[src/rtl/core/hcfp_pkg.sv]
// Shared types, character constants and byte classifiers of the frame parser.
package hcfp_pkg;

  localparam int unsigned ByteW     = 8;
  localparam int unsigned ValueW    = 32;
  localparam int unsigned NibbleW   = 4;
  localparam int unsigned FrameDigits = ValueW / NibbleW;
  localparam int unsigned CountW    = $clog2(FrameDigits);
  localparam logic [CountW-1:0] LastDigit = CountW'(FrameDigits - 1);

  // ASCII codes used by the parser
  localparam logic [ByteW-1:0] ChCr    = 8'h0D;
  localparam logic [ByteW-1:0] ChLf    = 8'h0A;
  localparam logic [ByteW-1:0] ChUpG   = 8'h47;
  localparam logic [ByteW-1:0] ChUpZ   = 8'h5A;
  localparam logic [ByteW-1:0] ChLoG   = 8'h67;
  localparam logic [ByteW-1:0] ChLoZ   = 8'h7A;
  localparam logic [ByteW-1:0] ChPlus  = 8'h2B;
  localparam logic [ByteW-1:0] ChMinus = 8'h2D;
  localparam logic [ByteW-1:0] ChUpA   = 8'h41;
  localparam logic [ByteW-1:0] ChUpF   = 8'h46;
  localparam logic [ByteW-1:0] ChZero  = 8'h30;
  localparam logic [ByteW-1:0] ChNine  = 8'h39;

  // One result item: channel and assembled value
  typedef struct packed {
    logic [ByteW-1:0]  channel;
    logic [ValueW-1:0] value;
  } result_t;

  function automatic logic is_command(input logic [ByteW-1:0] b);
    return (b inside {[ChUpG:ChUpZ], [ChLoG:ChLoZ], ChPlus, ChMinus});
  endfunction

  function automatic logic is_lower_channel(input logic [ByteW-1:0] b);
    return (b inside {[ChLoG:ChLoZ]});
  endfunction

  function automatic logic is_terminator(input logic [ByteW-1:0] b);
    return (b inside {ChCr, ChLf, ChPlus});
  endfunction

  function automatic logic is_hex_digit(input logic [ByteW-1:0] b);
    return (b inside {[ChZero:ChNine], [ChUpA:ChUpF]});
  endfunction

  // Nibble value of an uppercase hex digit; zero for any other byte
  function automatic logic [NibbleW-1:0] hex_value(input logic [ByteW-1:0] b);
    logic [ByteW-1:0] diff;
    diff = '0;
    if (b inside {[ChZero:ChNine]}) begin
      diff = b - ChZero;
    end else if (b inside {[ChUpA:ChUpF]}) begin
      diff = b - ChUpA + 8'd10;
    end
    return diff[NibbleW-1:0];
  endfunction

endpackage

[src/rtl/core/hcfp_ifs.sv]
// Valid/ready channel interfaces for received bytes and result items.
interface hcfp_rx_if;
  logic                           valid;
  logic                           ready;
  logic [hcfp_pkg::ByteW-1:0]     rx_byte;

  modport source (output valid, output rx_byte, input ready);
  modport sink   (input valid, input rx_byte, output ready);
endinterface

interface hcfp_res_if;
  logic                           valid;
  logic                           ready;
  logic [hcfp_pkg::ByteW-1:0]     channel;
  logic [hcfp_pkg::ValueW-1:0]    value;

  modport source (output valid, output channel, output value, input ready);
  modport sink   (input valid, input channel, input value, output ready);
endinterface

[src/rtl/core/hcfp_in_stage.sv]
// Input register: captures one received byte and holds it until the decoder takes it.
module hcfp_in_stage (
  input  logic                       clk_i,
  input  logic                       rst_ni,
  hcfp_rx_if.sink                    rx_i,
  input  logic                       take_i,
  output logic                       valid_o,
  output logic [hcfp_pkg::ByteW-1:0] byte_o
);

  logic                       valid_q, valid_d;
  logic [hcfp_pkg::ByteW-1:0] byte_q, byte_d;
  logic                       load;

  // Accept a new item whenever the slot is empty or drains this cycle
  assign rx_i.ready = !valid_q || take_i;
  assign load       = rx_i.valid && rx_i.ready;

  always_comb begin
    valid_d = valid_q;
    byte_d  = byte_q;
    if (load) begin
      valid_d = 1'b1;
      byte_d  = rx_i.rx_byte;
    end else if (take_i) begin
      valid_d = 1'b0;
    end
  end

  always_ff @(posedge clk_i or negedge rst_ni) begin
    if (!rst_ni) begin
      valid_q <= 1'b0;
    end else begin
      valid_q <= valid_d;
    end
  end

  always_ff @(posedge clk_i) begin
    byte_q <= byte_d;
  end

  assign valid_o = valid_q;
  assign byte_o  = byte_q;

endmodule

[src/rtl/core/hcfp_decode.sv]
// Frame state and byte decoder: opens frames, shifts in digits, emits results.
module hcfp_decode (
  input  logic                       clk_i,
  input  logic                       rst_ni,
  input  logic                       valid_i,
  input  logic [hcfp_pkg::ByteW-1:0] byte_i,
  input  logic                       slot_free_i,
  output logic                       take_o,
  output logic                       res_valid_o,
  output hcfp_pkg::result_t          res_o
);

  logic                          in_frame_q, in_frame_d;
  logic [hcfp_pkg::CountW-1:0]   count_q, count_d;
  logic [hcfp_pkg::ByteW-1:0]    channel_q, channel_d;
  logic [hcfp_pkg::ValueW-1:0]   value_q, value_d;

  logic                          is_digit;
  logic                          is_term;
  logic [hcfp_pkg::ValueW-1:0]   shifted;
  logic                          done;

  // Take the held byte whenever the result register can absorb its outcome
  assign take_o = valid_i && slot_free_i;

  // Classify the byte against the current frame
  assign is_digit = hcfp_pkg::is_hex_digit(byte_i);
  assign is_term  = hcfp_pkg::is_lower_channel(channel_q) && hcfp_pkg::is_terminator(byte_i);
  assign shifted  = {value_q[hcfp_pkg::ValueW-hcfp_pkg::NibbleW-1:0],
                     hcfp_pkg::hex_value(byte_i)};

  // Advance the frame state for the taken byte
  always_comb begin
    in_frame_d = in_frame_q;
    count_d    = count_q;
    channel_d  = channel_q;
    value_d    = value_q;
    done       = 1'b0;
    if (take_o) begin
      if (!in_frame_q) begin
        if (hcfp_pkg::is_command(byte_i)) begin
          in_frame_d = 1'b1;
          count_d    = '0;
          channel_d  = byte_i;
          value_d    = '0;
        end
      end else if (is_digit) begin
        value_d = shifted;
        if (count_q == hcfp_pkg::LastDigit) begin
          done       = 1'b1;
          in_frame_d = 1'b0;
          count_d    = '0;
        end else begin
          count_d = count_q + 1'b1;
        end
      end else if (is_term) begin
        done       = 1'b1;
        in_frame_d = 1'b0;
        count_d    = '0;
      end else begin
        // drop the frame; this byte does not open a new one
        in_frame_d = 1'b0;
        count_d    = '0;
      end
    end
  end

  always_ff @(posedge clk_i or negedge rst_ni) begin
    if (!rst_ni) begin
      in_frame_q <= 1'b0;
      count_q    <= '0;
    end else begin
      in_frame_q <= in_frame_d;
      count_q    <= count_d;
    end
  end

  always_ff @(posedge clk_i) begin
    channel_q <= channel_d;
    value_q   <= value_d;
  end

  // Full frame carries the last digit; an early end carries the digits so far
  assign res_valid_o   = done;
  assign res_o.channel = channel_q;
  assign res_o.value   = is_digit ? shifted : value_q;

endmodule

[src/rtl/core/hcfp_out_stage.sv]
// Result register: holds one result item until the downstream side takes it.
module hcfp_out_stage (
  input  logic              clk_i,
  input  logic              rst_ni,
  input  logic              load_i,
  input  hcfp_pkg::result_t res_i,
  output logic              slot_free_o,
  hcfp_res_if.source        res_o
);

  logic              valid_q, valid_d;
  hcfp_pkg::result_t data_q, data_d;

  // Slot is usable when empty or being drained this cycle
  assign slot_free_o = !valid_q || res_o.ready;

  always_comb begin
    valid_d = valid_q;
    data_d  = data_q;
    if (load_i) begin
      valid_d = 1'b1;
      data_d  = res_i;
    end else if (res_o.ready) begin
      valid_d = 1'b0;
    end
  end

  always_ff @(posedge clk_i or negedge rst_ni) begin
    if (!rst_ni) begin
      valid_q <= 1'b0;
    end else begin
      valid_q <= valid_d;
    end
  end

  always_ff @(posedge clk_i) begin
    data_q <= data_d;
  end

  assign res_o.valid   = valid_q;
  assign res_o.channel = data_q.channel;
  assign res_o.value   = data_q.value;

endmodule

[src/rtl/core/hex_channel_frame_parser.sv]
// Top level of the hex channel frame parser.
//
//   channel | direction | payload                 | handshake
//   rx_i    | in        | rx_byte[7:0]            | valid / ready
//   res_o   | out       | channel[7:0], value[31:0] | valid / ready
//
// One byte per cycle sustained while the result is not stalled; the byte that
// completes a frame passes the input register, then the result register, from
// which the result can be taken.
// The decoder takes the held byte whenever the result register has room, so the
// frame state loop sets the rate at one item per clock.
// rst_ni clears the frame state and both valid flags asynchronously.
// A stalled result holds its register; the input register keeps accepting
// until one byte waits behind the held result.
module hex_channel_frame_parser (
  input  logic        clk_i,
  input  logic        rst_ni,
  hcfp_rx_if.sink     rx_i,
  hcfp_res_if.source  res_o
);

  logic                       in_valid;
  logic [hcfp_pkg::ByteW-1:0] in_byte;
  logic                       take;
  logic                       slot_free;
  logic                       res_valid;
  hcfp_pkg::result_t          res;

  // Register the received byte
  hcfp_in_stage u_in_stage (
    .clk_i   (clk_i),
    .rst_ni  (rst_ni),
    .rx_i    (rx_i),
    .take_i  (take),
    .valid_o (in_valid),
    .byte_o  (in_byte)
  );

  // Decode the byte against the frame state
  hcfp_decode u_decode (
    .clk_i       (clk_i),
    .rst_ni      (rst_ni),
    .valid_i     (in_valid),
    .byte_i      (in_byte),
    .slot_free_i (slot_free),
    .take_o      (take),
    .res_valid_o (res_valid),
    .res_o       (res)
  );

  // Register the result item
  hcfp_out_stage u_out_stage (
    .clk_i       (clk_i),
    .rst_ni      (rst_ni),
    .load_i      (res_valid),
    .res_i       (res),
    .slot_free_o (slot_free),
    .res_o       (res_o)
  );

endmodule

[src/flat_wrapper.sv]
// flat-port wrapper written by rule: the top's interface ports become plain ports
module hex_channel_frame_parser_flat 
  (clk_i, rst_ni, rx_i_valid, rx_i_rx_byte, rx_i_ready, res_o_valid, res_o_channel, res_o_value, res_o_ready);
  hcfp_rx_if rx_i_i ();
  hcfp_res_if res_o_i ();
  input  logic clk_i;
  input  logic rst_ni;
  input wire logic [$bits(rx_i_i.valid)-1:0] rx_i_valid;
  input wire logic [$bits(rx_i_i.rx_byte)-1:0] rx_i_rx_byte;
  output wire logic [$bits(rx_i_i.ready)-1:0] rx_i_ready;
  output wire logic [$bits(res_o_i.valid)-1:0] res_o_valid;
  output wire logic [$bits(res_o_i.channel)-1:0] res_o_channel;
  output wire logic [$bits(res_o_i.value)-1:0] res_o_value;
  input wire logic [$bits(res_o_i.ready)-1:0] res_o_ready;
  assign rx_i_i.valid = rx_i_valid;
  assign rx_i_i.rx_byte = rx_i_rx_byte;
  assign rx_i_ready = rx_i_i.ready;
  assign res_o_valid = res_o_i.valid;
  assign res_o_channel = res_o_i.channel;
  assign res_o_value = res_o_i.value;
  assign res_o_i.ready = res_o_ready;
  hex_channel_frame_parser u_core (.clk_i(clk_i), .rst_ni(rst_ni), .rx_i(rx_i_i), .res_o(res_o_i));
endmodule
[config.mk]
export PLATFORM = sky130hd
export DESIGN_NAME = hex_channel_frame_parser_flat
export DESIGN_NICKNAME = d
export VERILOG_FILES = /design/src/rtl/core/hcfp_pkg.sv /design/src/rtl/core/hcfp_ifs.sv /design/src/rtl/core/hcfp_in_stage.sv /design/src/rtl/core/hcfp_decode.sv /design/src/rtl/core/hcfp_out_stage.sv /design/src/rtl/core/hex_channel_frame_parser.sv /design/src/flat_wrapper.sv
export SDC_FILE = /design/constraint.sdc
export NUM_CORES = 1
export LEC_CHECK = 0
export BUFFER_PORTS_ARGS = -buffer_cell sky130_fd_sc_hd__buf_4
export CAP_MARGIN = 20
export CELL_PAD_IN_SITES_DETAIL_PLACEMENT = 0
export CELL_PAD_IN_SITES_GLOBAL_PLACEMENT = 2
export CORE_MARGIN = 2
export CORE_UTILIZATION = 30
export DETAILED_ROUTE_END_ITERATION = 10
export GPL_TIMING_DRIVEN = 0
export HOLD_SLACK_MARGIN = 0.06
export PLACE_DENSITY = 0.62
export SKIP_CTS_REPAIR_TIMING = 1
export SLEW_MARGIN = 20
export SYNTH_ARGS = -nofsm -noshare
export SYNTH_HDL_FRONTEND = slang
export SYNTH_SLANG_ARGS = --single-unit
[constraint.sdc]
create_clock -name clk_i -period 10.8 [get_ports clk_i]
set_clock_uncertainty 0.2 [all_clocks]
set_input_delay 1.62 -clock clk_i [delete_from_list [all_inputs] [get_ports clk_i]]
set_output_delay 1.62 -clock clk_i [all_outputs]
set_load 0.005 [all_outputs]
==> results of run 1 <==
## flip-flops by register name (all words and copies together), names as in the netlist
name                              count
u_core.u_decode.channel_q             8
u_core.u_out_stage.res_o.channel      8
u_core.u_decode.count_q               3
u_core.u_decode.in_frame_q            1
u_core.u_out_stage.res_o.valid        1
u_core.u_in_stage.valid_o             1
u_core.u_in_stage.byte_o              8
u_core.u_out_stage.res_o.value       32
u_core.u_decode.value_q              32
## worst paths after layout
path	start	end	slack (ns)	cells after the start
worst min-delay path	u_core.u_decode.channel_q[7]$_DFFE_PP_	u_core.u_out_stage.res_o.channel[7]$_DFFE_PP_	0.24	0
min in group asynchronous	rst_ni	u_core.u_decode.in_frame_q$_DFFE_PN0P_	0.87	1
max in group asynchronous	rst_ni	u_core.u_in_stage.valid_o$_DFFE_PN0P_	9.42	1
worst max register to register	u_core.u_in_stage.byte_o[1]$_DFFE_PP_	u_core.u_out_stage.res_o.value[29]$_DFFE_PP_	7.75	7
worst max-delay path	res_o_ready	rx_i_ready	6.90	3
worst min register to register	u_core.u_decode.channel_q[7]$_DFFE_PP_	u_core.u_out_stage.res_o.channel[7]$_DFFE_PP_	0.24	0
## through the flow
stage	setup slack (ns)	total power [mW]
after floorplan	5.16	0.558
after global placement	3.43	0.603
after detailed placement	6.90	0.611
after CTS	6.90	0.926
after global routing	6.87	0.960
final	6.90	0.916
## power groups by stage
stage | sequential (mW) | combinational (mW) | clock (mW)
after floorplan | 0.474 | 0.0833 | 0
after global placement | 0.484 | 0.120 | 0
after detailed placement | 0.482 | 0.129 | 0
after CTS | 0.474 | 0.129 | 0.322
after global routing | 0.479 | 0.144 | 0.338
final | 0.474 | 0.128 | 0.314
## layout make-up
class	instances	area, µm²	area share [%]
buffer	17	93.8	1.87
clock buffer	10	229	4.57
clock inverter	6	62.6	1.25
inverter	5	18.8	0.375
multi-input combinational	190	1130	22.6
sequential	94	2790	55.8
tap	176	220	4.40
timing repair buffer	57	457	9.12
## cells by family (layout without fill, tap and decap cells)
logic type / count (synthesis) / in the layout / synth area share (%)
flip-flops: 94 / 94 / 69.6
multiplexers: 4 / 4 / 0.998
adder cells (fa/ha/maj): 7 / 7 / 2.18
AND/OR/NAND/NOR: 93 / 93 / 12.0
buffers and inverters: 22 / 95 / 2.81
AO/OA/AOI/OAI: 86 / 86 / 12.4
## layout by cell type, fill, tap and decap left out, types with 2 or more instances in the layout
master	n
inv_1	5
o311ai_0	2
clkbuf_1	9
dfrtp_1	6
buf_4	53
buf_2	5
nor2_1	3
nand4_1	2
nand3b_1	2
nand2b_1	4
buf_6	4
mux2i_1	4
ha_1	7
edfxtp_1	88
clkbuf_16	9
nand3_1	32
clkbuf_2	2
o2bb2ai_1	2
nand2_1	38
o21ai_0	31
a21oi_1	34
o22ai_1	2
clkinvlp_4	2
## routing by layer
metal	routed length (µm)	track usage [%]
met1	4600	19.5
met2	4220	20.5
met3	383	3.33
met4	121	4.41
met5	0	0
==> metrics.txt, run 1 <==
status finished clean; vias in the first global route ~2,600; arrival time at the worst endpoint 2.08 ns; Nets between 300 and 400; critical path class in -> out; Clk pwr share between 30% and 40%; most frequent cell after synthesis edfxtp_1; largest net degree at the start of global routing 19; Post-synth top flop edfxtp_1; DP Wirelength between 6000 and 7000 µm; share of layout cells above drive strength 1 a little under a quarter; distinct cell type count after synthesis 45; Post-synth EDFFs 88; CP max stage cell nand3b_1; die width ~120 µm; Ys Warns 0; WL/cell 16.8 µm; Area Growth Syn to Fin 24.8%; Total GRT Usage 13.7%; period utilisation layout 36.1%; H-Tree Depth 3; worst skew pair latency 0.34 ns; TritonCTS clock tree built; Max stage delay on crit path ~0.19 ns; sequential area share after synthesis 69.6%; First-pass DRT Iterations 7; Final Max Tran Viols 0; DR vias 2,692; share of the synthesized area in the top cell type around 66%; Placer Congestion 0.754; RSZ-0062 raised after global routing no; Antenna Nets Post-Route 0; dpl cells 539; startpoint types input port; DIE AREA 14,300 µm²; syn nets 325; Yosys top cell by area edfxtp_1; final cell count without fillers around 560; clk root buf clkbuf_16; number of DRC markers in iteration 0 ~260; Clock Pin Slew Worst Setup and Hold Paths 0.06 ns; Psw 0.240 mW; # clock sinks between 90 and 100; cts bufs inserted 9; Congestion Overflow GR 0; FFs w/ async S/R, synth 6.38%; Slew @ Worst Pin between 0.7 and 0.8 ns; leakage approximately 1.9 nW; first-pass GRT wire length about 15,000 µm; delay-heaviest family, CP buffers and inverters; Initial Utilization between 30% and 40%; num rows between 40 and 50; Max Cap Violations 0; CP Buf/Inv Count 2; Crit. End Element primary output; initial antenna violation count 0; DP Area 4710 µm²; top post-synthesis cells by area edfxtp_1 66%, a21oi_1 4.2%, nand3_1 4.0%, o21ai_0 3.9%, dfrtp_1 3.7%; mean area per synthesized cell about 13 µm²; core area 13,100 µm²; fillers around 1,300; Synth Instances 306; critical path fanouts, max 3; Setup Viol. Count Final 0; Peak VDD IR 0.0626 mV; Pwr Density around 180 nW/µm²; HP Class reg -> reg; DIE HEIGHT ~120 µm; io pins 54; Post-synth top cells 88 x edfxtp_1, 38 x nand2_1, 34 x a21oi_1; Bufs on Longest Clock Path 2; critical path cell sequence buf_4 -> nand3b_1 -> buf_4; CP dominant cell by count buf_4; Syn Std Cell Area 4010 µm²; Final Hold Viols 0; drt drc 0; post-layout util 38.1%; Routed WL 9330 µm; Seq cells post-synth 94; Max Clock Freq 0.257 GHz; post-route cell area ~5000 µm²; Comb power frac 13.9%; Post-Route Setup TNS 0 ns; Internal between 0.6 and 0.7 mW; IO Port Bufs 53; Tmin final 3.90 ns; sw frac 26.2%; part of the power in registers 51.8%; Vias/cell 4.85; worst path required time 8.98 ns; antenna cell count 0; Rel. slew slack between 50% and 60%; Worst Hold Slack 0.240 ns
Power figures use the tool's default switching activity.
==> inputs of run 2 (changes only) <==
Clock period 10.8 ns to 3.75 ns, I/O delays scaled along.
==> metrics.txt, run 2 (synthesis results as in run 1) <==
Pwr Density 523 nW/µm² (+190%); Bufs on Longest Clock Path 2 (unchanged); period utilisation layout 80.0%; worst path required time 3.60 ns (-5.38 ns); leakage 1.90 nW (+0.29%); cts bufs inserted 9 (unchanged); Initial Utilization 30.5% (unchanged); DIE HEIGHT 120 µm (unchanged); critical path cell sequence inv_1 -> ha_1 -> or3b_4 -> and4_4 -> nor2_1 -> o31ai_4 -> buf_6; first-pass GRT wire length 14,700 µm (-0.42%); Rel. slew slack 49.1% (-1.1 points); initial antenna violation count 0 (unchanged); DP Wirelength 6350 µm (+0.15%); Final Hold Viols 0 (unchanged); share of layout cells above drive strength 1 22.7% (-0.53 points); startpoint types flip-flop; IO Port Bufs 53 (unchanged); die width 120 µm (unchanged); DR vias 2,669 (-0.85%); # clock sinks 94 (unchanged); critical path fanouts, max 15 (+12); CP max stage cell o31ai_4; Psw 0.675 mW (+180%); post-route cell area 5000 µm² (about the same); Area Growth Syn to Fin 24.8% (about the same); TritonCTS clock tree built; Congestion Overflow GR 0 (unchanged); fillers 1,303 (-0.15%); Max Clock Freq 0.333 GHz; Worst Hold Slack 0.195 ns (-0.0446 ns); Setup Viol. Count Final 0 (unchanged); commonest non-fill, non-tap cells in the layout 88 x edfxtp_1, 53 x buf_4, 38 x nand2_1; part of the power in registers 52.1% (+0.3 points); DP Area 4710 µm² (unchanged); Reg area 2790 µm² (unchanged); arrival time at the worst endpoint 2.85 ns (+0.77 ns); io pins 54 (unchanged); Total GRT Usage 13.8% (+0.14 points); Comb power frac 14.0% (about the same); Nets 394 (+0.25%); final cell count without fillers 555 (unchanged); worst skew pair latency 0.35 ns (about the same); WL/cell 16.8 µm (about the same); Hold Path Stages 1 (+1); H-Tree Depth 3 (unchanged); Max stage delay on crit path 0.70 ns (+0.51 ns); sw frac 25.8% (-0.44 points); antenna cell count 0 (unchanged); DIE AREA 14,300 µm² (unchanged); Placer Congestion 0.734 (-2.7%); Antenna Nets Post-Route 0 (unchanged); commonest non-fill, non-tap cell in the layout edfxtp_1; number of DRC markers in iteration 0 184 (-28%); Max Cap Violations 0 (unchanged); Tmin final 3.00 ns; largest net degree at the start of global routing 20 (+1); Peak VDD IR 0.211 mV (+240%); drt drc 0 (unchanged); Final Max Tran Viols 0 (unchanged); multi-input logic area 1130 µm² (unchanged); First-pass DRT Iterations 4 (-3); Vias/cell 4.81 (-0.85%); Slew @ Worst Pin 0.764 ns (+0.0172 ns); vias in the first global route 2,662 (+0.57%); Routed WL 9330 µm (about the same); RSZ-0062 raised after global routing no; critical path class reg -> reg; reg2reg path depth 7 (unchanged); clk root buf clkbuf_16; Internal 1.94 mW (+190%); Clock Pin Slew Worst Setup and Hold Paths 0.06 ns (about the same); status finished clean; Crit. End Element flip-flop; Clk pwr share 33.9% (-0.4 points); HP Class in -> reg; core area 13,100 µm² (unchanged); post-layout util 38.1% (about the same); dpl cells 539 (unchanged); num rows 42 (unchanged)
## run 2: power groups by stage
stage	sequential (mW)	clock, mW	combinational (mW)
after detailed placement	1.39	0	0.376
after floorplan	1.37	0	0.242
after CTS	1.36	0.909	0.377
after global placement	1.39	0	0.349
final	1.36	0.887	0.365
after global routing	1.38	0.942	0.414
## run 2: per-layer routing
| layer | up-vias | global-route usage, % | wire length [µm] | part of all wire [%] |
|---|---|---|---|---|
| met5 | - | 0 | 0 | 0 |
| met1 | 1312 | 19.4 | 4540 | 49 |
| met4 | 0 | 5.96 | 180 | 1.9 |
| li1 | 1301 | - | - | - |
| met3 | 12 | 3.14 | 330 | 3.5 |
| met2 | 44 | 20.5 | 4270 | 46 |
## run 2: stage by stage
stage               setup WS [ns]  total power [mW]  TNS, ns
finish                      0.751              2.62        0
global route                0.466              2.73        0
CTS                         0.669              2.65        0
detailed placement          0.673              1.76        0
global placement           -0.823              1.74   -27.27
floorplan                   0.383              1.61        0
## run 2: area by class of cell
cell class / count / area share (%)
clock inverters: 5 / 1.03
repair buffers: 58 / 9.33
flip-flops and latches: 94 / 55.8
clock buffers: 10 / 4.58
multi-input cells: 190 / 22.6
well taps: 176 / 4.40
inverters: 5 / 0.375
plain buffers: 17 / 1.88
## run 2: final timing paths
kind                                                   startpoint                                            end  slack (ns)
max                         u_core.u_in_stage.byte_o[0]$_DFFE_PP_   u_core.u_out_stage.res_o.value[30]$_DFFE_PP_        0.75
min                                               rx_i_rx_byte[3]          u_core.u_in_stage.byte_o[3]$_DFFE_PP_        0.20
max reg2reg                 u_core.u_in_stage.byte_o[0]$_DFFE_PP_   u_core.u_out_stage.res_o.value[30]$_DFFE_PP_        0.75
min reg2reg                u_core.u_decode.channel_q[5]$_DFFE_PP_  u_core.u_out_stage.res_o.channel[5]$_DFFE_PP_        0.24
max in group asynchronous                                  rst_ni          u_core.u_in_stage.valid_o$_DFFE_PN0P_        2.88
min in group asynchronous                                  rst_ni         u_core.u_decode.count_q[1]$_DFFE_PN0P_        0.35
## run 2: worst max-delay path, delay by kind of cell, from the launching register on
family / cells / cell delay (ns)
flops: 1 / 0.48
simple gates: 3 / 0.65
compound gates: 1 / 0.70
fa+ha+maj: 1 / 0.25
buf+inv: 2 / 0.43
